--- src/sv/sierpinski_carpet_pixel_top_macros.svh ---
// Assertion macros for the carpet pixel pipeline.
`ifndef SIERPINSKI_CARPET_PIXEL_TOP_MACROS_SVH
`define SIERPINSKI_CARPET_PIXEL_TOP_MACROS_SVH

// Same-cycle implication, sampled on clk, off during rst.
`define SCP_ASSERT(label, ante, cons, msg) \
  label: assert property (@(posedge clk) disable iff (rst) (ante) |-> (cons)) \
    else $error(msg);

// Next-cycle implication, sampled on clk, off during rst.
`define SCP_ASSERT_NEXT(label, ante, cons, msg) \
  label: assert property (@(posedge clk) disable iff (rst) (ante) |=> (cons)) \
    else $error(msg);

`endif

--- src/sv/scp_pkg.sv ---
// Shared types, constants and helpers for the carpet pixel pipeline.
package scp_pkg;

  localparam int DEF_WIDTH     = 1024;
  localparam int DEF_HEIGHT    = 1024;
  localparam int DEF_MAX_DEPTH = 16;

  localparam int PIX_W      = 10;
  localparam int COLOR_W    = 24;
  localparam int PAL_IDX_W  = 4;
  localparam int PAL_DEPTH  = 16;
  localparam int DEPTH_W    = 4;
  localparam int CFG_W      = 32;
  localparam int CFG_IDX_W  = 2;
  // integer part of |Q16.16|, up to 2^15
  localparam int INT_W      = 16;
  // pixel minus half size, half size up to 2048
  localparam int DIFF_W     = 13;
  localparam int PROD_W     = DIFF_W + CFG_W + 1;

  // floor(x/3) = (x * RECIP3) >> RECIP3_SHIFT, exact for x < 2^16
  localparam int               RECIP3_SHIFT = 17;
  localparam logic [RECIP3_SHIFT-1:0] RECIP3 = 17'd43691;

  localparam logic [CFG_W-1:0] STEP_RESET   = 32'd128;
  localparam logic [CFG_W-1:0] OFFSET_RESET = 32'd0;
  localparam logic [COLOR_W-1:0] BLACK      = 24'h000000;

  typedef enum logic {
    CMD_RENDER    = 1'b0,
    CMD_PAL_WRITE = 1'b1
  } cmd_t;

  typedef enum logic [CFG_IDX_W-1:0] {
    REG_STEP_X   = 2'd0,
    REG_STEP_Y   = 2'd1,
    REG_OFFSET_X = 2'd2,
    REG_OFFSET_Y = 2'd3
  } reg_idx_t;

  typedef struct packed {
    cmd_t                 command;
    logic [PIX_W-1:0]     pixel_x;
    logic [PIX_W-1:0]     pixel_y;
    logic [PAL_IDX_W-1:0] palette_index;
    logic [COLOR_W-1:0]   palette_color;
  } in_t;

  typedef struct packed {
    logic [PIX_W-1:0]   out_x;
    logic [PIX_W-1:0]   out_y;
    logic [COLOR_W-1:0] color;
    logic               hit;
    logic [DEPTH_W-1:0] hit_depth;
  } out_t;

  // one item in flight through the digit stages
  typedef struct packed {
    in_t                req;
    logic [INT_W-1:0]   ix;
    logic [INT_W-1:0]   iy;
    logic               done;
    logic               hit;
    logic [DEPTH_W-1:0] depth;
  } dig_t;

  function automatic logic [INT_W-1:0] div3_q(input logic [INT_W-1:0] x);
    logic [INT_W+RECIP3_SHIFT-1:0] p;
    p = (INT_W+RECIP3_SHIFT)'(x) * (INT_W+RECIP3_SHIFT)'(RECIP3);
    return p[INT_W+RECIP3_SHIFT-1:RECIP3_SHIFT];
  endfunction

endpackage

--- src/sv/scp_map.sv ---
// Two-stage coordinate map: pixel to scaled plane point, then saturated integer magnitude.
module scp_map import scp_pkg::*; #(
  parameter int WIDTH  = DEF_WIDTH,
  parameter int HEIGHT = DEF_HEIGHT
) (
  input  logic             clk,
  input  logic             rst,
  input  logic             en,
  input  logic             in_valid,
  input  in_t              in_req,
  input  logic [CFG_W-1:0] step_x,
  input  logic [CFG_W-1:0] step_y,
  input  logic [CFG_W-1:0] offset_x,
  input  logic [CFG_W-1:0] offset_y,
  output logic             out_valid,
  output dig_t             out_dig
);

  localparam logic signed [DIFF_W-1:0] HALF_X = $signed(DIFF_W'(WIDTH / 2));
  localparam logic signed [DIFF_W-1:0] HALF_Y = $signed(DIFF_W'(HEIGHT / 2));

  function automatic logic [INT_W-1:0] plane_int(
    input logic signed [PROD_W-1:0] prod,
    input logic        [CFG_W-1:0]  off
  );
    logic signed [PROD_W:0] sum;
    logic [CFG_W-1:0]       v;
    logic [CFG_W-1:0]       mag;
    sum = (PROD_W+1)'(prod) + (PROD_W+1)'($signed(off));
    // upper bits all equal to sign means the value fits in 32 bits
    if (&sum[PROD_W:CFG_W-1] || ~|sum[PROD_W:CFG_W-1]) begin
      v = sum[CFG_W-1:0];
    end else begin
      v = sum[PROD_W] ? {1'b1, {(CFG_W-1){1'b0}}} : {1'b0, {(CFG_W-1){1'b1}}};
    end
    mag = v[CFG_W-1] ? (~v + 1'b1) : v;
    return mag[CFG_W-1:CFG_W-INT_W];
  endfunction

  logic signed [DIFF_W-1:0] dx, dy;
  logic signed [PROD_W-1:0] prod_x_next, prod_y_next;

  logic                     a_valid;
  in_t                      a_req;
  logic signed [PROD_W-1:0] a_prod_x, a_prod_y;

  assign dx = $signed({{(DIFF_W-PIX_W){1'b0}}, in_req.pixel_x}) - HALF_X;
  assign dy = $signed({{(DIFF_W-PIX_W){1'b0}}, in_req.pixel_y}) - HALF_Y;
  assign prod_x_next = PROD_W'(dx) * PROD_W'($signed({1'b0, step_x}));
  assign prod_y_next = PROD_W'(dy) * PROD_W'($signed({1'b0, step_y}));

  always_ff @(posedge clk) begin
    if (rst) begin
      a_valid   <= 1'b0;
      out_valid <= 1'b0;
    end else if (en) begin
      a_valid   <= in_valid;
      out_valid <= a_valid;
    end
  end

  always_ff @(posedge clk) begin
    if (en) begin
      a_req         <= in_req;
      a_prod_x      <= prod_x_next;
      a_prod_y      <= prod_y_next;
      out_dig.req   <= a_req;
      out_dig.ix    <= plane_int(a_prod_x, offset_x);
      out_dig.iy    <= plane_int(a_prod_y, offset_y);
      out_dig.done  <= 1'b0;
      out_dig.hit   <= 1'b0;
      out_dig.depth <= '0;
    end
  end

endmodule

--- config.mk ---
export PLATFORM = sky130hd
export DESIGN_NAME = scp_map
export DESIGN_NICKNAME = d
export VERILOG_FILES = /design/src/sv/sierpinski_carpet_pixel_top_macros.svh /design/src/sv/scp_pkg.sv /design/src/sv/scp_map.sv
export SDC_FILE = /design/constraint.sdc
export NUM_CORES = 2
export LEC_CHECK = 0
export ABC_AREA = 1
export BUFFER_PORTS_ARGS = -buffer_cell sky130_fd_sc_hd__clkbuf_2
export CAP_MARGIN = 20
export CELL_PAD_IN_SITES_DETAIL_PLACEMENT = 1
export CELL_PAD_IN_SITES_GLOBAL_PLACEMENT = 1
export CORE_UTILIZATION = 45
export CTS_CLUSTER_DIAMETER = 150
export DETAILED_ROUTE_END_ITERATION = 10
export GPL_TIMING_DRIVEN = 0
export PLACE_DENSITY_LB_ADDON = 0.1
export SLEW_MARGIN = 10
export SYNTH_ARGS = -nofsm -noshare
export SYNTH_HDL_FRONTEND = slang
export SYNTH_SLANG_ARGS = --single-unit
--- constraint.sdc ---
create_clock -name clk -period 7.9 [get_ports clk]
set_input_delay 1.185 -clock clk [delete_from_list [all_inputs] [get_ports clk]]
set_output_delay 1.185 -clock clk [all_outputs]
set_load 0.05 [all_outputs]
==> qor.txt <==
EDFF count, synth = 218
Port Buffer Count = 255
List of most frequent post-synthesis cells = nand2_1, inv_1, fa_1
Largest fanout on the critical path = 10
Initial detailed-routing violation count = 1508
Max Clk Rate = 135 MHz
Pre-antenna DRT Iters = 8
Total Wirelength = 126000 um
Number of global-route vias before repair = 37571
Synth Area per Inst = 7.46 sq um
Antenna-violating nets left = 0
Setup-failing EPs final = 0
H-tree levels = 1
Gr ovfl total = 0
Critical path endpoint category = flop
Average routed wire per standard cell = 18.6 um
Number of antenna violations at the first check in global routing = 3
End point of the worst hold path = out_dig[76]$_DFFE_PP_
CP arrival = 7.77 ns
Die Area = 0.0887 sq mm
Worst setup margin = 0.467 ns
Leak Pwr = 23.8 nW
Yosys warns = 0
Max-slew violations = 0
Design Area, Final = 0.0432 sq mm
Slew HR = 34.2%
Unrepaired setup endpoints after global routing = false
Cells after Synth = 5278
Kind of critical path = in -> reg
Worst hold path startpoint = a_req[38]$_DFFE_PP_
Power share of the sequential group = 12.3%
Worst hold-check path type = reg -> reg
Detailed Place HPWL = 108000 um
Most frequent cell after synthesis = nand2_1
Ys async rst share = 0%
Cts-stage hold buffer count = 0
CTS Buf Count = 31
CP Launch Type = primary input
RR Endpoint = out_dig[29]$_DFFE_PP_
Period utilization = 94.1%
Die Height = 298 um
Register area share after synthesis = 16.7%
Worst Skew = 0.0423 ns
Pre-CTS WS = -0.409 ns
Remaining DRCs = 2
VDD IR-drop max = 0.444 mV
Worst Path Required = 8.24 ns
Final Hold Vio Count = 0
Post-synth top flop = edfxtp_1
CTS Buffer Depth = 3
CTS sink cnt = 220
Int Pwr = 8.37 mW
R2R Setup Slk = 3.77 ns
#FFs+latches synth = 220
Clock period minus worst slack = 7.43 ns
First-pass GRT wire length = 202000 um
Worst Tran Pin Value = 0.987 ns
Outcome = complete, but fails checks
CTS tree = built
Via/cell ratio = 5.04
Pwr Density = 436 mW/mm^2
Max-capacitance violation count = 0
Top-area cell type share of the netlist area = 27.5%
Dominant cell type by area after synthesis = fa_1
Netlist Area Pre-Place = 0.0394 sq mm
Largest net degree at the start of global routing = 100
Reg2Reg Depth = 24
Routed via count = 34012
Netlist cell types = 57
Failing checks = DRC
Clock root cell = clkbuf_16
Clock-pin slew on the worst setup and hold paths = 0.06 ns
RD Place Congestion = 0.910
Placed Area = 0.0422 sq mm
Clk pwr share = 7.6%
Reg-to-reg startpoint = a_prod_x[0]$_DFFE_PP_
Combinational power share = 80.1%
Hold Path Stages = 0
Area growth, synth to finish = 9.74%
Top Ports = 269
Layout cells sized above 1 = 8.04%
Total track usage = 29.1%
Core area = 0.0868 sq mm
Row count = 108
Die width = 298 um
Clock Latency Late Sink = 0.64 ns
Switching pwr = 10.5 mW
Final net count = 6610
Initial Util = 45.4%
Switching Fraction = 55.6%
Top post-synthesis cells by area = fa_1, edfxtp_1, nand2_1
-- power groups by stage --
stage	sequential, mW	clock [mW]	combinational [mW]
2_1_floorplan	2.51	0	10.5
3_3_place_gp	2.35	0	14.9
3_5_place_dp	2.35	0	15.2
4_1_cts	2.33	1.47	15.3
5_1_grt	2.35	1.51	17.0
6_report	2.32	1.43	15.1
-- metal layers --
layer / global-route usage [%] / up-vias / part of all wire (%)
met5: 0 / - / 0.021
met4: 10.9 / 4 / 4.2
met3: 2.94 / 246 / 3.6
met2: 54.7 / 632 / 52
met1: 33.9 / 16853 / 40
li1: - / 16277 / -
-- cell type report --
class	count	area, sq um
clock inverters	21	230
fillers	11199	43500
flip-flops and latches	220	6590
clock buffers	37	798
multi-input cells	3594	27200
plain buffers	153	674
well taps	1155	1450
inverters	1316	4940
repair buffers	257	1340
diodes	1	2.50
-- timing repair --
item	4_1_cts	5_1_grt
buffers inserted	0	0
gates resized for setup	0	2
setup endpoints to repair	0	4
-- worst max-delay path by stage --
stage | cells past startpoint | start | slack (ns) | endpoint
finish | 23 | in_req[40] | 0.47 | a_prod_x[43]$_DFFE_PP_
global placement | 28 | in_req[47] | -0.33 | a_prod_x[42]$_DFFE_PP_
detailed placement | 27 | in_req[47] | -0.41 | a_prod_x[42]$_DFFE_PP_
global route | 27 | in_req[47] | 0.01 | a_prod_x[42]$_DFFE_PP_
CTS | 27 | in_req[47] | 0.21 | a_prod_x[42]$_DFFE_PP_
floorplan | 27 | in_req[47] | 1.18 | a_prod_x[42]$_DFFE_PP_
-- stage by stage --
step                power (mW)  instances  hold WS [ns]  setup TNS [ns]  util [%]
finish                    18.9       6754         0.413               0      49.8
global route              20.9       6754         0.417               0      49.8
CTS                       19.1       6753         0.415               0      49.8
detailed placement        17.5       6695         0.405           -1.80      48.6
global placement          17.2       6693         0.400           -1.07      48.6
floorplan                 13.0       5283         0.400               0         -
-- cells in the final DEF, fill, tap and decap left out, types with 5 or more instances in the layout --
master     Yosys  routed
xor2_1        86      86
nor3_1        20      20
nand3_1      147     147
nor2_1       366     366
clkbuf_2       0     255
a31oi_1       39      39
nand3_2       12      12
inv_1       1299    1299
clkbuf_16      0      31
xnor2_1       54      54
conb_1         1       6
fa_1         542     542
buf_6          6       6
clkinv_1       3       5
nor2_4         9       9
nor2_2        27      27
nand3b_1      17      17
o21ai_0       65      65
inv_2         14      14
clkbuf_1     132     138
or2_2         13      13
nand2_1     1563    1563
o21a_1        10      10
nand2_2       28      28
edfxtp_1     218     218
a21oi_1      167     167
ha_1         314     314
and2_1         7       7
clkinv_2       0       6
buf_4          9       9
o21bai_1      20      20
nand4_1       26      26
nand2_4       10      10
-- critical path, stage by stage --
cell,delay (ns)
clkbuf_2,0.23
clkbuf_1,0.73
nand2_1,0.18
fa_1,0.55
fa_1,0.53
inv_1,0.06
fa_1,0.50
fa_1,0.50
inv_1,0.06
fa_1,0.55
inv_1,0.06
ha_1,0.39
nand2_1,0.10
nor2_1,0.15
inv_1,0.05
o21ai_0,0.26
o21bai_1,0.17
a21oi_1,0.10
o21ai_0,0.43
a21oi_1,0.23
o31ai_1,0.41
a31oi_1,0.17
xor2_1,0.18
-- sequential cells by signal, indices dropped and copies added, names as in the netlist --
signal	flops
a_valid	1
out_valid	1
out_dig	81
a_prod_x	44
a_prod_y	44
a_req	49
-- logic make-up (layout without fill, tap and decap cells) --
group	Yosys count	count (layout)	share of synthesized area [%]
other cells	1	7	0.00952
fa+ha+maj	856	856	37.5
buf+inv	1469	1784	14.2
simple gates	2259	2259	23.6
flops	220	220	16.7
xor+xnor	140	140	3.11
compound gates	333	333	4.76
Power figures use the tool's default switching activity.
