--- src/sv/sierpinski_carpet_pixel_top_macros.svh ---
// Assertion macros for the carpet pixel pipeline.
`ifndef SIERPINSKI_CARPET_PIXEL_TOP_MACROS_SVH
`define SIERPINSKI_CARPET_PIXEL_TOP_MACROS_SVH

// Same-cycle implication, sampled on clk, off during rst.
`define SCP_ASSERT(label, ante, cons, msg) \
  label: assert property (@(posedge clk) disable iff (rst) (ante) |-> (cons)) \
    else $error(msg);

// Next-cycle implication, sampled on clk, off during rst.
`define SCP_ASSERT_NEXT(label, ante, cons, msg) \
  label: assert property (@(posedge clk) disable iff (rst) (ante) |=> (cons)) \
    else $error(msg);

`endif

--- src/sv/scp_pkg.sv ---
// Shared types, constants and helpers for the carpet pixel pipeline.
package scp_pkg;

  localparam int DEF_WIDTH     = 1024;
  localparam int DEF_HEIGHT    = 1024;
  localparam int DEF_MAX_DEPTH = 16;

  localparam int PIX_W      = 10;
  localparam int COLOR_W    = 24;
  localparam int PAL_IDX_W  = 4;
  localparam int PAL_DEPTH  = 16;
  localparam int DEPTH_W    = 4;
  localparam int CFG_W      = 32;
  localparam int CFG_IDX_W  = 2;
  // integer part of |Q16.16|, up to 2^15
  localparam int INT_W      = 16;
  // pixel minus half size, half size up to 2048
  localparam int DIFF_W     = 13;
  localparam int PROD_W     = DIFF_W + CFG_W + 1;

  // floor(x/3) = (x * RECIP3) >> RECIP3_SHIFT, exact for x < 2^16
  localparam int               RECIP3_SHIFT = 17;
  localparam logic [RECIP3_SHIFT-1:0] RECIP3 = 17'd43691;

  localparam logic [CFG_W-1:0] STEP_RESET   = 32'd128;
  localparam logic [CFG_W-1:0] OFFSET_RESET = 32'd0;
  localparam logic [COLOR_W-1:0] BLACK      = 24'h000000;

  typedef enum logic {
    CMD_RENDER    = 1'b0,
    CMD_PAL_WRITE = 1'b1
  } cmd_t;

  typedef enum logic [CFG_IDX_W-1:0] {
    REG_STEP_X   = 2'd0,
    REG_STEP_Y   = 2'd1,
    REG_OFFSET_X = 2'd2,
    REG_OFFSET_Y = 2'd3
  } reg_idx_t;

  typedef struct packed {
    cmd_t                 command;
    logic [PIX_W-1:0]     pixel_x;
    logic [PIX_W-1:0]     pixel_y;
    logic [PAL_IDX_W-1:0] palette_index;
    logic [COLOR_W-1:0]   palette_color;
  } in_t;

  typedef struct packed {
    logic [PIX_W-1:0]   out_x;
    logic [PIX_W-1:0]   out_y;
    logic [COLOR_W-1:0] color;
    logic               hit;
    logic [DEPTH_W-1:0] hit_depth;
  } out_t;

  // one item in flight through the digit stages
  typedef struct packed {
    in_t                req;
    logic [INT_W-1:0]   ix;
    logic [INT_W-1:0]   iy;
    logic               done;
    logic               hit;
    logic [DEPTH_W-1:0] depth;
  } dig_t;

  function automatic logic [INT_W-1:0] div3_q(input logic [INT_W-1:0] x);
    logic [INT_W+RECIP3_SHIFT-1:0] p;
    p = (INT_W+RECIP3_SHIFT)'(x) * (INT_W+RECIP3_SHIFT)'(RECIP3);
    return p[INT_W+RECIP3_SHIFT-1:RECIP3_SHIFT];
  endfunction

endpackage

--- src/sv/scp_color.sv ---
// Palette store and output register: palette writes land here in stream order.
module scp_color import scp_pkg::*; (
  input  logic clk,
  input  logic rst,
  input  logic en,
  input  logic in_valid,
  input  dig_t in_dig,
  output logic out_valid,
  output out_t out_data
);

  logic [COLOR_W-1:0] palette [PAL_DEPTH];
  logic               is_write;
  out_t               out_next;

  assign is_write = (in_dig.req.command == CMD_PAL_WRITE);

  always_comb begin
    out_next.out_x     = in_dig.req.pixel_x;
    out_next.out_y     = in_dig.req.pixel_y;
    out_next.hit       = in_dig.hit;
    out_next.hit_depth = in_dig.hit ? in_dig.depth : '0;
    out_next.color     = in_dig.hit ? palette[in_dig.depth] : BLACK;
  end

  always_ff @(posedge clk) begin
    if (en && in_valid && is_write) begin
      palette[in_dig.req.palette_index] <= in_dig.req.palette_color;
    end
  end

  always_ff @(posedge clk) begin
    if (rst) begin
      out_valid <= 1'b0;
    end else if (en) begin
      out_valid <= in_valid && !is_write;
    end
  end

  always_ff @(posedge clk) begin
    if (en) begin
      out_data <= out_next;
    end
  end

endmodule

--- config.mk ---
export PLATFORM = sky130hd
export DESIGN_NAME = scp_color
export DESIGN_NICKNAME = d
export VERILOG_FILES = /design/src/sv/sierpinski_carpet_pixel_top_macros.svh /design/src/sv/scp_pkg.sv /design/src/sv/scp_color.sv
export SDC_FILE = /design/constraint.sdc
export NUM_CORES = 1
export LEC_CHECK = 0
export BUFFER_PORTS_ARGS = -buffer_cell sky130_fd_sc_hd__clkbuf_2
export CORE_AREA = 2 2 224 171
export DETAILED_ROUTE_END_ITERATION = 10
export DIE_AREA = 0 0 226 173
export PLACE_DENSITY = 0.65
export SLEW_MARGIN = 40
export SYNTH_ARGS = -nofsm -noshare
export SYNTH_HDL_FRONTEND = slang
export SYNTH_SLANG_ARGS = --single-unit
--- constraint.sdc ---
create_clock -name clk -period 6 [get_ports clk]
set_input_delay 0.6 -clock clk [delete_from_list [all_inputs] [get_ports clk]]
set_output_delay 0.6 -clock clk [all_outputs]
set_load 0.05 [all_outputs]
==> metrics.cfg, run 1 <==
[logic_synthesis]
syn_avg_cell_area_sq_um=22.7
synth_edf_count=433
ys_seq_area_frac=0.790
yosys.area.top_type=edfxtp_1
netlist.area_leader.share=0.789
yosysWarnings=0
synthTopCellsByArea=edfxtp_1 (79%), mux4_2 (6.7%), mux4_1 (3.7%), mux2_2 (3.3%), mux2i_1 (1.5%)
syn_area_sq_um=16500
synth_cell_type_count=31
ys.flop_type=edfxtp_1
async_flop_share=0
postSynthCellCount=726
ys_ff_latch=434
syn_nets=817

[drt]
routed_wl_mm=33.4
num_vias=7669
firstDrtPassIters=5
wire_per_inst_um=23.7
drtIter0Drc=771
vias_per_cell=5.45
drtAntennaViolNets=0
drcViolationCount=0

[pwr]
p_per_area_nw_per_um2=329
vdd_drop_max_v=0.000181
p_leak_nw=6.36

[global_routing]
antenna_found_initial=0
grt_overflow=0
grtUsageTotal=0.172
grt_busiest_layer=met1
grt_max_degree=53
first_global_vias=7647
grt_util_met1=0.267
grt_util_met3=0.0325
use_met2=0.251
grt_pass1_wl_mm=49.2

[sta]
rsz0062_at_grt=false
max_freq_ghz=0.381
relSlewSlack=0.453
min_period_ns=2.63
slew_violations=0
fin_setup_tns_ns=0
worstMarginPinSlew_ns=0.820
fin_crit_sh=0.438
clock_skew_ns=0.0142
setup_viol=0
final_hold_viol_count=0

[placed_design]
numPlacedInstances=1329
io_buffer_count=107
gp_congestion=0.699
dpl.hpwl_mm=19.4

[clocking]
cts.hold.buffers_added=0
cts_buffer_depth=3
root_buffer=clkbuf_16
cts_htree_levels=2
cts_inserted_buffers=43
clock_latency_ns=0.54
cts_resized=0
clock_sinks=434
post-cts-setup-buffer-count=0
tritoncts=built
path_clk_slew_ns=0.06

[cells_and_area]
instances_no_fill=1407
drive_gt1_frac=0.346
area_delta_synth_final_pct=17.0
final_nets=961
n_fill_cell=2857
num_antenna_cells=0

[worst_setup_path]
crit_chain=buf_2 -> nand3_1 -> or3_1 -> nor2_2 -> buf_4
crit_type=input pin to flip-flop
cp_max_fo=28
end_kind=flip-flop
arrival_ns=2.82
critPathBufInv=2
crit_path_max_incr_delay_ns=0.60
cp_top_family=simple AND/OR/NAND/NOR gates
cp-start-kind=input pin
critical_path_required_ns=6.20
crit_slowest_cell=nor2_2

[min_path]
worstHoldPathType=input pin to flip-flop

[status]
status=completed

[run]
drv_cap=0

[floorplanning]
io_pins=141
dieWidth_um=226
initial_core_util=0.449
fp.dieH_um=173
num_rows=61
core-area_sq_um=36700
dieArea_sq_um=39100

==> kinds of logic after synthesis <==
group | Yosys count | synth area share
DFF | 434 | 0.790
muxes | 144 | 0.151
and+or+nand+nor | 61 | 0.0210
AOI/OAI and AO/OA | 49 | 0.0222
buffers and inverters | 38 | 0.0154
==> per-stage QoR <==
step	power, mW	worst slack, ns	hold WS [ns]	utilization	area (sq um)
3_3_place_gp	3.81	2.79	0.451	0.479	17600
5_1_grt	6.52	3.22	0.210	0.525	19300
3_5_place_dp	3.82	2.76	0.461	0.489	17900
2_1_floorplan	3.70	2.73	0.669	-	16500
4_1_cts	6.38	3.30	0.191	0.525	19300
6_report	6.34	3.37	0.209	0.525	19300
==> flip-flops by register name, summed over array words and instances, names as in the netlist <==
| register | count |
|---|---|
| out_data | 49 |
| palette | 384 |
| out_valid | 1 |
==> routing by layer <==
| metal | wire length (um) | up-vias |
|---|---|---|
| met5 | 0 | - |
| met4 | 559 | 0 |
| met3 | 2430 | 54 |
| met2 | 14800 | 275 |
| met1 | 15600 | 3982 |
| li1 | - | 3358 |
==> cell usage after synthesis (all sizes together), types with 2 or more instances <==
| cell | number |
|---|---|
| and2 | 3 |
| nor2 | 12 |
| o22ai | 24 |
| mux2 | 48 |
| nand2 | 2 |
| o32ai | 9 |
| nand3 | 2 |
| clkbuf | 7 |
| or2 | 2 |
| o221ai | 15 |
| nor2b | 25 |
| mux2i | 24 |
| nand2b | 6 |
| nor3 | 4 |
| nand3b | 2 |
| mux4 | 72 |
| edfxtp | 433 |
| buf | 30 |
==> power breakdown <==
| group | internal (mW) | switching (mW) |
|---|---|---|
| sequential | 3.38 | 0.0103 |
| combinational | 0.116 | 0.242 |
| clock | 1.50 | 1.08 |
==> area by class of cell <==
type,instances,area [sq um],area share
clock inverters,21,170,0.00882
repair buffers,136,986,0.0511
well taps,504,631,0.0327
multi-input cells,254,3300,0.171
inverters,1,3.75,0.000195
flip-flops and latches,434,13000,0.675
clock buffers,57,1170,0.0607
==> layout by cell type, fill, tap and decap left out <==
cell       synthesis  final
or3_1              1      1
buf_16             0      9
mux2_2            48     48
nor2_2             0      4
mux4_1            23     23
buf_4              8     17
bufinv_16          0      3
clkbuf_2           2    103
inv_1              1      1
or3b_2             1      1
clkinv_1           0      8
or2_2              2      2
clkbuf_16          0     45
nand2_1            2      1
buf_2             14      1
clkinv_2           0     10
o22ai_1           24     24
dfxtp_1            1      1
mux4_2            49     49
nor2_4             0      8
buf_8              0      6
nand2b_1           5      5
nand3b_1           2      2
mux2i_1           24     24
nor2b_1           25     25
clkbuf_1           5     12
nand2b_2           1      1
nand3_1            2      2
edfxtp_1         433    433
nand2_4            0      1
o32ai_1            9      9
o221ai_1          15     15
nor3_2             0      4
and2_1             3      3
a21oi_1            1      1
and3_1             1      1
==> worst paths after layout <==
| check | slack, ns | end | cells after the start | from |
|---|---|---|---|---|
| worst max-delay path | 3.37 | palette[8][17]$_DFFE_PP_ | 5 | en |
| worst min-delay path | 0.21 | out_valid$_SDFFE_PP0P_ | 2 | rst |
| worst max register to register | 4.46 | out_data[14]$_SDFFCE_PN0P_ | 3 | palette[11][9]$_DFFE_PP_ |
| worst min register to register | 0.46 | out_valid$_SDFFE_PP0P_ | 2 | out_valid$_SDFFE_PP0P_ |
No activity file was read; power rests on OpenSTA's default activity.
==> run 2, diff against run 1 <==
--- a/config.mk
+++ b/config.mk
@@ -9,7 +9,7 @@
 export CORE_AREA = 2 2 224 171
 export DETAILED_ROUTE_END_ITERATION = 10
 export DIE_AREA = 0 0 226 173
-export PLACE_DENSITY = 0.65
+export PLACE_DENSITY = 0.67
 export SLEW_MARGIN = 40
 export SYNTH_ARGS = -nofsm -noshare
 export SYNTH_HDL_FRONTEND = slang
==> constraint.sdc (replaced) <==
create_clock -name clk -period 2.1 [get_ports clk]
set_input_delay 0.21 -clock clk [delete_from_list [all_inputs] [get_ports clk]]
set_output_delay 0.21 -clock clk [all_outputs]
set_load 0.05 [all_outputs]
==> run 2 against run 1 <==
Compared with the run above:
- clock skew shrank 0.0025 ns
- sequential share of layout area is 1.3 points lower
- combinational power grew to 3.1 times the previous value
- critical path depth down 2
- largest cell class unchanged
- largest power group unchanged
==> metrics.cfg, run 2 (synthesis gave the netlist of run 1 again) <==
[sta]
rsz0062_at_grt=false
setup_viol=0
min_period_ns=1.53
max_freq_ghz=0.652
final_hold_viol_count=0
clock_skew_ns=0.0117
fin_hold_ws_ns=0.0693
worstMarginPinSlew_ns=0.593
slew_violations=0
relSlewSlack=0.605
fin_crit_sh=0.730

[floorplanning]
dieWidth_um=226
dieArea_sq_um=39100
num_rows=61
initial_core_util=0.449
io_pins=141
core-area_sq_um=36700
fp.dieH_um=173

[global_routing]
grt_pass1_wl_mm=51.3
grtUsageTotal=0.179
grt_overflow=0
first_global_vias=8212
grt_max_degree=43
antenna_found_initial=1

[worst_setup_path]
rrSetupSlack_ns=0.57
cp_top_family=multiplexers
crit_chain=mux4_2 -> mux2i_1 -> o32ai_1
rr_endpoint=out_data[16]$_SDFFCE_PN0P_
end_kind=flip-flop
critPathBufInv=0
cp-startpoint=palette[15][11]$_DFFE_PP_
crit_slowest_cell=mux4_2
cp-start-kind=flip-flop
cp_max_fo=1
cp-endpoint=out_data[16]$_SDFFCE_PN0P_
arrival_ns=1.79
critical_path_required_ns=2.35
crit_type=flip-flop to flip-flop
crit_path_max_incr_delay_ns=0.51
worstReg2RegStart=palette[15][11]$_DFFE_PP_
cp_num_cells=3
r2r_cells=3

[drt]
drcViolationCount=0
routed_wl_mm=34.3
wire_per_inst_um=23.8
num_vias=7888
vias_per_cell=5.46
drtAntennaViolNets=0
drtIter0Drc=758
firstDrtPassIters=4

[min_path]
worstHoldPathType=input pin to flip-flop
hold_depth=1
min-delay-start=in_dig[39]

[cells_and_area]
num_antenna_cells=0
drive_gt1_frac=0.350
regMostFlops=palette
layout_common_cells=edfxtp_1 (433), clkbuf_2 (103), mux4_2 (49)
largest_registers=palette x384, out_data x49, out_valid x1
design_area_sq_um=19600
final_common_cell=edfxtp_1
largest_reg_flops=384
area_delta_synth_final_pct=19.2
final_nets=999

[placed_design]
dpl.hpwl_mm=19.6
gp_congestion=0.731
place_area_sq_um=18100
io_buffer_count=107

[clocking]
clock_sinks=434
path_clk_slew_ns=0.06
cts_inserted_buffers=43
root_buffer=clkbuf_16
post-cts-setup-buffer-count=0
cts_buffer_depth=3
tritoncts=built
cts_htree_levels=2
clock_latency_ns=0.54

[pwr]
vdd_drop_max_v=0.000488
p_per_area_nw_per_um2=922
p_leak_nw=6.53

[status]
status=completed

[run]
drv_cap=0

## run 2: metal layers
layer,vias to the layer above,track usage,wire length (um)
met2,257,0.285,16500
met5,-,0,0
met1,4130,0.252,15000
li1,3445,-,-
met4,0,0.0541,720
met3,56,0.0350,2070
## run 2: repair_timing
| item | CTS | global route |
|---|---|---|
| gates resized for setup | 0 | 0 |
| endpoints found under the hold margin | 22 | 0 |
| endpoints found under the setup margin | 0 | 0 |
| hold buffers | 23 | 0 |
## run 2: where the power goes
group          switching (mW)  total (mW)  internal, mW
sequential             0.0339        9.70          9.67
clock                    3.13        7.29          4.16
combinational           0.716        1.12         0.400
total                    3.88        18.1          14.2
## run 2: final cells by class
| cell class | instances | area, sq um |
|---|---|---|
| sequential | 434 | 13000 |
| inverter | 1 | 3.75 |
| clock inverter | 24 | 181 |
| tap | 504 | 631 |
| clock buffer | 53 | 1160 |
| timing repair buffer | 174 | 1380 |
| fill | 2795 | 17100 |
| multi-input combinational | 254 | 3280 |
## run 2: worst min-delay path by stage
stage,endpoint,slack [ns]
global placement,out_valid$_SDFFE_PP0P_,0.37
finish,palette[4][1]$_DFFE_PP_,0.07
CTS,palette[6][1]$_DFFE_PP_,0.05
floorplan,out_valid$_SDFFE_PP0P_,0.28
global route,palette[0][15]$_DFFE_PP_,0.08
detailed placement,out_valid$_SDFFE_PP0P_,0.37
## run 2: through the flow
| step | setup WS [ns] | util | TNS (ns) | cells | total power [mW] |
|---|---|---|---|---|---|
| after global routing | 0.491 | 0.535 | 0 | 1444 | 18.7 |
| after CTS | 0.545 | 0.535 | 0 | 1444 | 18.3 |
| after global placement | 0.207 | 0.493 | 0 | 1344 | 11.0 |
| after detailed placement | 0.187 | 0.493 | 0 | 1344 | 11.0 |
| after floorplan | -0.148 | - | -7.77 | 726 | 10.6 |
| final | 0.566 | 0.535 | 0 | 1444 | 18.1 |
## run 2: worst register-to-register path, delay by kind of cell (launching register included)
| family | cells | cell delay, ns |
|---|---|---|
| flops | 1 | 0.37 |
| mux | 2 | 0.74 |
| compound gates | 1 | 0.14 |
