### config.mk
export PLATFORM = sky130hd
export DESIGN_NAME = scp_digit
export DESIGN_NICKNAME = d
export VERILOG_FILES = /design/src/sv/sierpinski_carpet_pixel_top_macros.svh /design/src/sv/scp_pkg.sv /design/src/sv/scp_digit.sv
export SDC_FILE = /design/constraint.sdc
export NUM_CORES = 1
export LEC_CHECK = 0
export ABC_AREA = 1
export BUFFER_PORTS_ARGS = -buffer_cell sky130_fd_sc_hd__buf_2
export CAP_MARGIN = 40
export CORE_AREA = 3 3 269 165
export DETAILED_ROUTE_END_ITERATION = 12
export DIE_AREA = 0 0 272 168
export PLACE_DENSITY = 0.46
export SLEW_MARGIN = 5
export SYNTH_ARGS = -nofsm -noshare
export SYNTH_HDL_FRONTEND = slang
export SYNTH_SLANG_ARGS = --single-unit
### constraint.sdc
create_clock -name clk -period 6.4 [get_ports clk]
set_clock_uncertainty 0.1 [all_clocks]
set_input_delay 0.96 -clock clk [delete_from_list [all_inputs] [get_ports clk]]
set_output_delay 0.96 -clock clk [all_outputs]
set_load 0.01 [all_outputs]
### src/sv/sierpinski_carpet_pixel_top_macros.svh
// Assertion macros for the carpet pixel pipeline.
`ifndef SIERPINSKI_CARPET_PIXEL_TOP_MACROS_SVH
`define SIERPINSKI_CARPET_PIXEL_TOP_MACROS_SVH

// Same-cycle implication, sampled on clk, off during rst.
`define SCP_ASSERT(label, ante, cons, msg) \
  label: assert property (@(posedge clk) disable iff (rst) (ante) |-> (cons)) \
    else $error(msg);

// Next-cycle implication, sampled on clk, off during rst.
`define SCP_ASSERT_NEXT(label, ante, cons, msg) \
  label: assert property (@(posedge clk) disable iff (rst) (ante) |=> (cons)) \
    else $error(msg);

`endif

### src/sv/scp_pkg.sv
// Shared types, constants and helpers for the carpet pixel pipeline.
package scp_pkg;

  localparam int DEF_WIDTH     = 1024;
  localparam int DEF_HEIGHT    = 1024;
  localparam int DEF_MAX_DEPTH = 16;

  localparam int PIX_W      = 10;
  localparam int COLOR_W    = 24;
  localparam int PAL_IDX_W  = 4;
  localparam int PAL_DEPTH  = 16;
  localparam int DEPTH_W    = 4;
  localparam int CFG_W      = 32;
  localparam int CFG_IDX_W  = 2;
  // integer part of |Q16.16|, up to 2^15
  localparam int INT_W      = 16;
  // pixel minus half size, half size up to 2048
  localparam int DIFF_W     = 13;
  localparam int PROD_W     = DIFF_W + CFG_W + 1;

  // floor(x/3) = (x * RECIP3) >> RECIP3_SHIFT, exact for x < 2^16
  localparam int               RECIP3_SHIFT = 17;
  localparam logic [RECIP3_SHIFT-1:0] RECIP3 = 17'd43691;

  localparam logic [CFG_W-1:0] STEP_RESET   = 32'd128;
  localparam logic [CFG_W-1:0] OFFSET_RESET = 32'd0;
  localparam logic [COLOR_W-1:0] BLACK      = 24'h000000;

  typedef enum logic {
    CMD_RENDER    = 1'b0,
    CMD_PAL_WRITE = 1'b1
  } cmd_t;

  typedef enum logic [CFG_IDX_W-1:0] {
    REG_STEP_X   = 2'd0,
    REG_STEP_Y   = 2'd1,
    REG_OFFSET_X = 2'd2,
    REG_OFFSET_Y = 2'd3
  } reg_idx_t;

  typedef struct packed {
    cmd_t                 command;
    logic [PIX_W-1:0]     pixel_x;
    logic [PIX_W-1:0]     pixel_y;
    logic [PAL_IDX_W-1:0] palette_index;
    logic [COLOR_W-1:0]   palette_color;
  } in_t;

  typedef struct packed {
    logic [PIX_W-1:0]   out_x;
    logic [PIX_W-1:0]   out_y;
    logic [COLOR_W-1:0] color;
    logic               hit;
    logic [DEPTH_W-1:0] hit_depth;
  } out_t;

  // one item in flight through the digit stages
  typedef struct packed {
    in_t                req;
    logic [INT_W-1:0]   ix;
    logic [INT_W-1:0]   iy;
    logic               done;
    logic               hit;
    logic [DEPTH_W-1:0] depth;
  } dig_t;

  function automatic logic [INT_W-1:0] div3_q(input logic [INT_W-1:0] x);
    logic [INT_W+RECIP3_SHIFT-1:0] p;
    p = (INT_W+RECIP3_SHIFT)'(x) * (INT_W+RECIP3_SHIFT)'(RECIP3);
    return p[INT_W+RECIP3_SHIFT-1:RECIP3_SHIFT];
  endfunction

endpackage

### src/sv/scp_digit.sv
// One base-3 digit test stage of the carpet pipeline.
module scp_digit import scp_pkg::*; #(
  parameter int DIGIT = 0
) (
  input  logic clk,
  input  logic rst,
  input  logic en,
  input  logic in_valid,
  input  dig_t in_dig,
  output logic out_valid,
  output dig_t out_dig
);

  localparam logic [DEPTH_W-1:0] DIGIT_CODE = DEPTH_W'(DIGIT);

  logic [INT_W-1:0] qx, qy, rx_full, ry_full;
  logic [1:0]       rx, ry;
  dig_t             dig_next;

  assign qx      = div3_q(in_dig.ix);
  assign qy      = div3_q(in_dig.iy);
  assign rx_full = in_dig.ix - INT_W'({qx, 1'b0} + {1'b0, qx});
  assign ry_full = in_dig.iy - INT_W'({qy, 1'b0} + {1'b0, qy});
  assign rx      = rx_full[1:0];
  assign ry      = ry_full[1:0];

  always_comb begin
    dig_next    = in_dig;
    dig_next.ix = qx;
    dig_next.iy = qy;
    if (!in_dig.done) begin
      if (in_dig.ix == '0 && in_dig.iy == '0) begin
        dig_next.done = 1'b1;
      end else if (rx == 2'd1 && ry == 2'd1) begin
        dig_next.done  = 1'b1;
        dig_next.hit   = 1'b1;
        dig_next.depth = DIGIT_CODE;
      end
    end
  end

  always_ff @(posedge clk) begin
    if (rst) begin
      out_valid <= 1'b0;
    end else if (en) begin
      out_valid <= in_valid;
    end
  end

  always_ff @(posedge clk) begin
    if (en) begin
      out_dig <= dig_next;
    end
  end

endmodule

==> reports/metrics.cfg, run 1 <==
[layout]
area_growth_syn_to_layout_pct=26.4
finalInstanceArea_um2=15900
fill_cells=4301
finish.net_count=2159
ratio_of_cells_with_drive_above_1_in_the_final_layout_pct=24.8
antenna_cells_inserted=0

[drt]
vias=9592
dr.first_iter.drc_count=520
drt_drc_violations_left=0
detail_route.wirelength_um=37100
route.antenna.remaining_nets=0
avgRoutedWirePerCell_um=16.7
first_pass_iters=5
post_dr_vias_cell=4.31

[critical_path]
worstPathArrival_ns=6.24
critical_path_capture_point_type=flop
timing.critical_path.fanout_max=4
critical_path_required_ns=6.38
crit_path_start_kind=primary input
startpoint=in_dig[9]
rr_startpoint=out_valid
timing.setup.critical_path_class=primary input to flop
reg2reg_setup_slack_ns=5.71

[sta]
finalWorstSetupSlack_ns=0.148
fmax_mhz=160
final_period_minus_worst_setup_slack_ns=6.25
final_min_period_over_clock_period_pct=97.7
hold_violations=0
final_max_slew_viol_count=0
number_of_endpoints_failing_setup_at_the_final_stage=0

[grt]
grt_util_met3_pct=1.97
overflow=0
grt_use_total_pct=16.5
antenna_found_initial=0
gr-usage-met2_pct=22.4
groute.layer.met1.usage_pct=28.0
grt_busiest_layer=met1
first_global_vias=10100
grt_max_degree=59
grt_pass1_wl_um=58300

[cts]
cts-root-to-sink-buffers=2
cts-buffers-inserted=9
cts.sinks=86
cts_tree=done
worst_skew_pair.late_latency_ns=0.34
cts.clk_slew.worst_paths_ns=0.07
clock-root-buffer=clkbuf_16
clock_tree.htree_level_count=3

[synthesis]
yosys_warnings=0
synthesis.area_um2=12600
synth_area_per_cell_um2=9.50
syn-instance-count=1328
synth_seq_cells=86
synth-seq-area-share_pct=20.4
yosys.cell_types.count=38

[floorplanning]
boundaryPins=179
floorplan.rows=58
core_area_um2=41900
die_w_um=272
die-height_um=168
floorplan.initialDensity_pct=30.1
die_area_um2=45700

[flow_run]
timing.max_cap.violations=0

[status]
outcome=completed

[place]
sum_of_net_half_perimeters_after_detailed_placement_um=33700
place_area_um2=15200
post-place-ws_ns=-0.420
gp_congestion=0.876
port_buffers=176

[worst_hold_path]
worst_hold_startpoint=out_valid
worstHoldPathType=flop to flop

==> registers in the layout (all words and copies together) (netlist names) <==
| name | cells |
|---|---|
| out_valid | 1 |
| out_dig | 85 |
==> repair_timing <==
action | CTS | global route
gates cloned | 0 | 0
resized for setup | 3 | 72
endpoints found under the setup margin | 4 | 6
hold buffers | 0 | 0
setup buffers | 0 | 5
pin swaps | 1 | 34
hold endpoints to repair | 0 | 0
==> cells in the mapped netlist, drive strengths merged <==
cell type,number,area [um2]
dfxtp,1,20.0
a21boi,2,15.0
mux2i,1,10.0
xor2,26,228
nor4,4,31.3
conb,1,3.75
nand4,6,37.5
o21bai,5,37.5
a21o,9,67.6
o211ai,1,7.51
nand2,183,719
fa,158,3160
and3,1,6.26
a31oi,3,18.8
buf,2,15.0
inv,368,1380
nor3,11,71.3
o221ai,1,8.76
xnor2,9,78.8
edfxtp,85,2550
or2,2,12.5
nand3b,1,7.51
o221a,1,11.3
a21oi,57,285
nand3,39,205
nor2,67,259
ha,258,3230
o21ai,26,130
==> logic make-up (layout without fill, tap and decap cells) <==
family | after synthesis | after routing | share of synthesized area, %
mux | 1 | 1 | 0.0794
buf+inv | 370 | 698 | 11.1
compound gates | 105 | 105 | 4.61
other cells | 1 | 2 | 0.0297
xor+xnor | 35 | 35 | 2.43
fa+ha+maj | 416 | 416 | 50.7
flops | 86 | 86 | 20.4
simple gates | 314 | 314 | 10.7
==> metal layers <==
layer  share of wire (%)  routed length (um)
met1                  58               21500
met2                  38               14000
met3                 4.1                1540
met4                0.31                 114
met5                   0                   0
==> final cells by class <==
| cell class | instances | area [um2] | area share (%) |
|---|---|---|---|
| inverter | 368 | 1380 | 8.67 |
| sequential | 86 | 2570 | 16.1 |
| multi-input combinational | 873 | 9010 | 56.5 |
| tap | 570 | 713 | 4.47 |
| timing repair buffer | 314 | 1960 | 12.3 |
| clock buffer | 9 | 225 | 1.41 |
| clock inverter | 7 | 76.3 | 0.479 |
==> layout by cell type (no fill, tap or decap), types with 5 or more instances in the layout <==
master / netlist / routed
nand4_1: 6 / 6
ha_4: 0 / 15
clkbuf_16: 0 / 9
o21ai_1: 8 / 8
xor2_1: 26 / 24
edfxtp_1: 85 / 85
nor2_2: 3 / 8
nand3_2: 2 / 8
buf_2: 0 / 172
nand3_1: 37 / 30
a21oi_1: 57 / 49
fa_1: 158 / 157
nor3_1: 9 / 8
nand2_1: 174 / 164
o21bai_1: 5 / 5
inv_1: 367 / 361
o21ai_0: 18 / 17
buf_4: 2 / 137
ha_1: 258 / 240
a21o_1: 9 / 9
inv_2: 1 / 7
a21oi_2: 0 / 7
xnor2_1: 9 / 9
nand2_2: 7 / 16
nor2_1: 64 / 58
==> path summary, 6_finish.rpt <==
| path | end | cells past startpoint |
|---|---|---|
| max reg2reg | out_valid | 2 |
| max | out_dig[1] | 28 |
| min | out_valid | 2 |
| min reg2reg | out_valid | 2 |
==> metrics by stage <==
stage | TNS, ns | hold WS [ns] | util, % | cells
floorplan | 0 | 0.428 | - | 1329
global placement | -2.04 | 0.379 | 36.3 | 2205
detailed placement | -2.09 | 0.402 | 36.3 | 2206
CTS | 0 | 0.427 | 37.1 | 2222
global route | -0.0237 | 0.499 | 38.1 | 2227
finish | 0 | 0.428 | 38.1 | 2227
==> critical path: stages <==
cell,delay (ns)
buf_6,0.10
ha_4,0.23
fa_1,0.55
inv_2,0.04
fa_1,0.49
inv_2,0.04
fa_1,0.47
fa_1,0.54
inv_2,0.04
fa_2,0.58
inv_2,0.06
ha_4,0.26
a21oi_4,0.16
o21ai_2,0.09
nor2_2,0.19
nand2_2,0.08
nand2_2,0.08
nand2_2,0.06
or2_4,0.24
nand2_2,0.07
inv_2,0.05
ha_4,0.25
xor2_1,0.12
nand2_1,0.07
nor2_2,0.11
nand2_2,0.07
nor2_4,0.16
nor2_1,0.07
Power of run 1 is not shown: default switching activity piles up to over one toggle a cycle in this logic, so the estimate is an artifact.
==> run 2, diff against run 1 <==
--- a/config.mk
+++ b/config.mk
@@ -8,10 +8,10 @@
 export ABC_AREA = 1
 export BUFFER_PORTS_ARGS = -buffer_cell sky130_fd_sc_hd__buf_2
 export CAP_MARGIN = 40
-export CORE_AREA = 3 3 269 165
+export CORE_AREA = 2 2 268 164
 export DETAILED_ROUTE_END_ITERATION = 12
-export DIE_AREA = 0 0 272 168
-export PLACE_DENSITY = 0.46
+export DIE_AREA = 0 0 270 166
+export PLACE_DENSITY = 0.51
 export SLEW_MARGIN = 5
 export SYNTH_ARGS = -nofsm -noshare
 export SYNTH_HDL_FRONTEND = slang
==> run 2 against run 1 <==
Effect of this change: core utilization fell by 0.95 points; sequential cell count is the same; highest routed layer unchanged; count of clock-buffer cells in the layout up 2; sequential share of layout area increased by 0.13 points; global-route usage fell by 0.21 points; cell area shrank 0.82%; final cell count down 0.40%; die area fell by 1.9%; critical path type unchanged.
==> reports/metrics.cfg, run 2 (synthesis results as in run 1) <==
[status]
outcome=completed

[sta]
number_of_endpoints_failing_setup_at_the_final_stage=0
final_min_period_over_clock_period_pct=97.5
finalWorstSetupSlack_ns=0.159
hold_violations=0
final_period_minus_worst_setup_slack_ns=6.24
final_max_slew_viol_count=0
fmax_mhz=160

[critical_path]
r2r_end=out_valid
startpoint=in_dig[7]
rr_startpoint=out_valid
crit_path_end=out_dig[0]
worstPathArrival_ns=6.23
timing.critical_path.fanout_max=4
crit_path_start_kind=primary input
reg2reg_setup_slack_ns=5.72
timing.setup.critical_path_class=primary input to flop
critical_path_capture_point_type=flop
cpMaxStageDelayCell=fa_2
max_stage_delay_ns=0.59
r2r.worst_path.cells=2
critical_path_required_ns=6.39

[layout]
finalInstanceArea_um2=15800
final_cells=2218
max_flop_register=out_dig
ratio_of_cells_with_drive_above_1_in_the_final_layout_pct=23.8
largest_register_ff_count=85
area_growth_syn_to_layout_pct=25.3
most_common_cell_after_layout_fill_and_taps_aside=inv_1
top_regs=out_dig: 85 flops, out_valid: 1 flops
antenna_cells_inserted=0
final_cell_mix=inv_1, ha_1, buf_2
finish.net_count=2141

[drt]
first_pass_iters=5
avgRoutedWirePerCell_um=16.3
post_dr_vias_cell=4.35
drt_drc_violations_left=0
detail_route.wirelength_um=36200
dr.first_iter.drc_count=556
vias=9645
route.antenna.remaining_nets=0

[cts]
clock-root-buffer=clkbuf_16
cts-root-to-sink-buffers=2
cts.clk_slew.worst_paths_ns=0.06
worst_skew_pair.late_latency_ns=0.33
cts-buffers-inserted=9
cts_tree=done
clock_tree.htree_level_count=3
cts.sinks=86

[flow_run]
timing.max_cap.violations=0

[floorplanning]
floorplan.initialDensity_pct=29.6
die_w_um=270
core_area_um2=42600
die-height_um=166
floorplan.rows=59
die_area_um2=44800
boundaryPins=179

[place]
post-place-ws_ns=-0.497
gp_congestion=0.906
port_buffers=176
post-place-cells=2196
sum_of_net_half_perimeters_after_detailed_placement_um=32300
place_area_um2=15100

[grt]
overflow=0
antenna_found_initial=1
grt_use_total_pct=16.3
first_global_vias=10100
grt_max_degree=71
grt_pass1_wl_um=56700

[worst_hold_path]
worstHoldPathType=flop to flop

## run 2: cell types whose count changed in the layout (fill, tap and decap cells not counted), sizes merged
cell | previous run | this run
buf | 314 | 293
clkinv | 4 | 3
inv | 371 | 368
clkbuf | 9 | 14
clkinvlp | 0 | 1
bufinv | 0 | 1
## run 2: worst min-delay path by stage
stage	slack, ns	depth (start not counted)	startpoint	endpoint
after floorplan	0.43	2	out_valid	out_valid
after global placement	0.38	2	out_valid	out_valid
after detailed placement	0.39	2	out_valid	out_valid
after CTS	0.40	2	out_valid	out_valid
after global routing	0.45	2	out_valid	out_valid
final	0.39	2	out_valid	out_valid
## run 2: area by class of cell
class	instances	area (um2)
multi-input cells	873	9020
flip-flops and latches	86	2570
well taps	579	724
clock inverters	5	60.1
clock buffers	11	233
fillers	4384	26800
inverters	368	1380
repair buffers	296	1820
## run 2: layer usage
metal	part of all wire [%]	wire length, um	global-route usage [%]	vias to the layer above
met3	6.8	2470	3.76	19
met2	38	13800	22.0	244
met5	0	0	0	-
li1	-	-	-	4785
met1	54	19600	26.4	4597
met4	0.72	259	2.17	0
## run 2: worst max-delay path: cells and delay by family
| kind | cells | cell delay (ns) |
|---|---|---|
| compound gates | 2 | 0.23 |
| buf+inv | 6 | 0.36 |
| simple gates | 11 | 1.21 |
| fa+ha+maj | 8 | 3.34 |
| xor+xnor | 1 | 0.13 |
## run 2: timing repair
item | in CTS | in global routing
hold buffers | 0 | 0
pin swaps | 3 | 35
hold endpoints to repair | 0 | 0
gates resized for setup | 3 | 70
setup buffers | 1 | 5
setup endpoints to repair | 4 | 6
## run 2: metrics by stage
stage               util [%]  TNS [ns]  hold slack (ns)
finish                  37.1         0            0.394
global route            37.1    -0.177            0.448
CTS                     36.2         0            0.400
detailed placement      35.4     -2.42            0.386
global placement        35.3     -1.71            0.376
floorplan                  -         0            0.428
Power of run 2 is left out for the same reason.
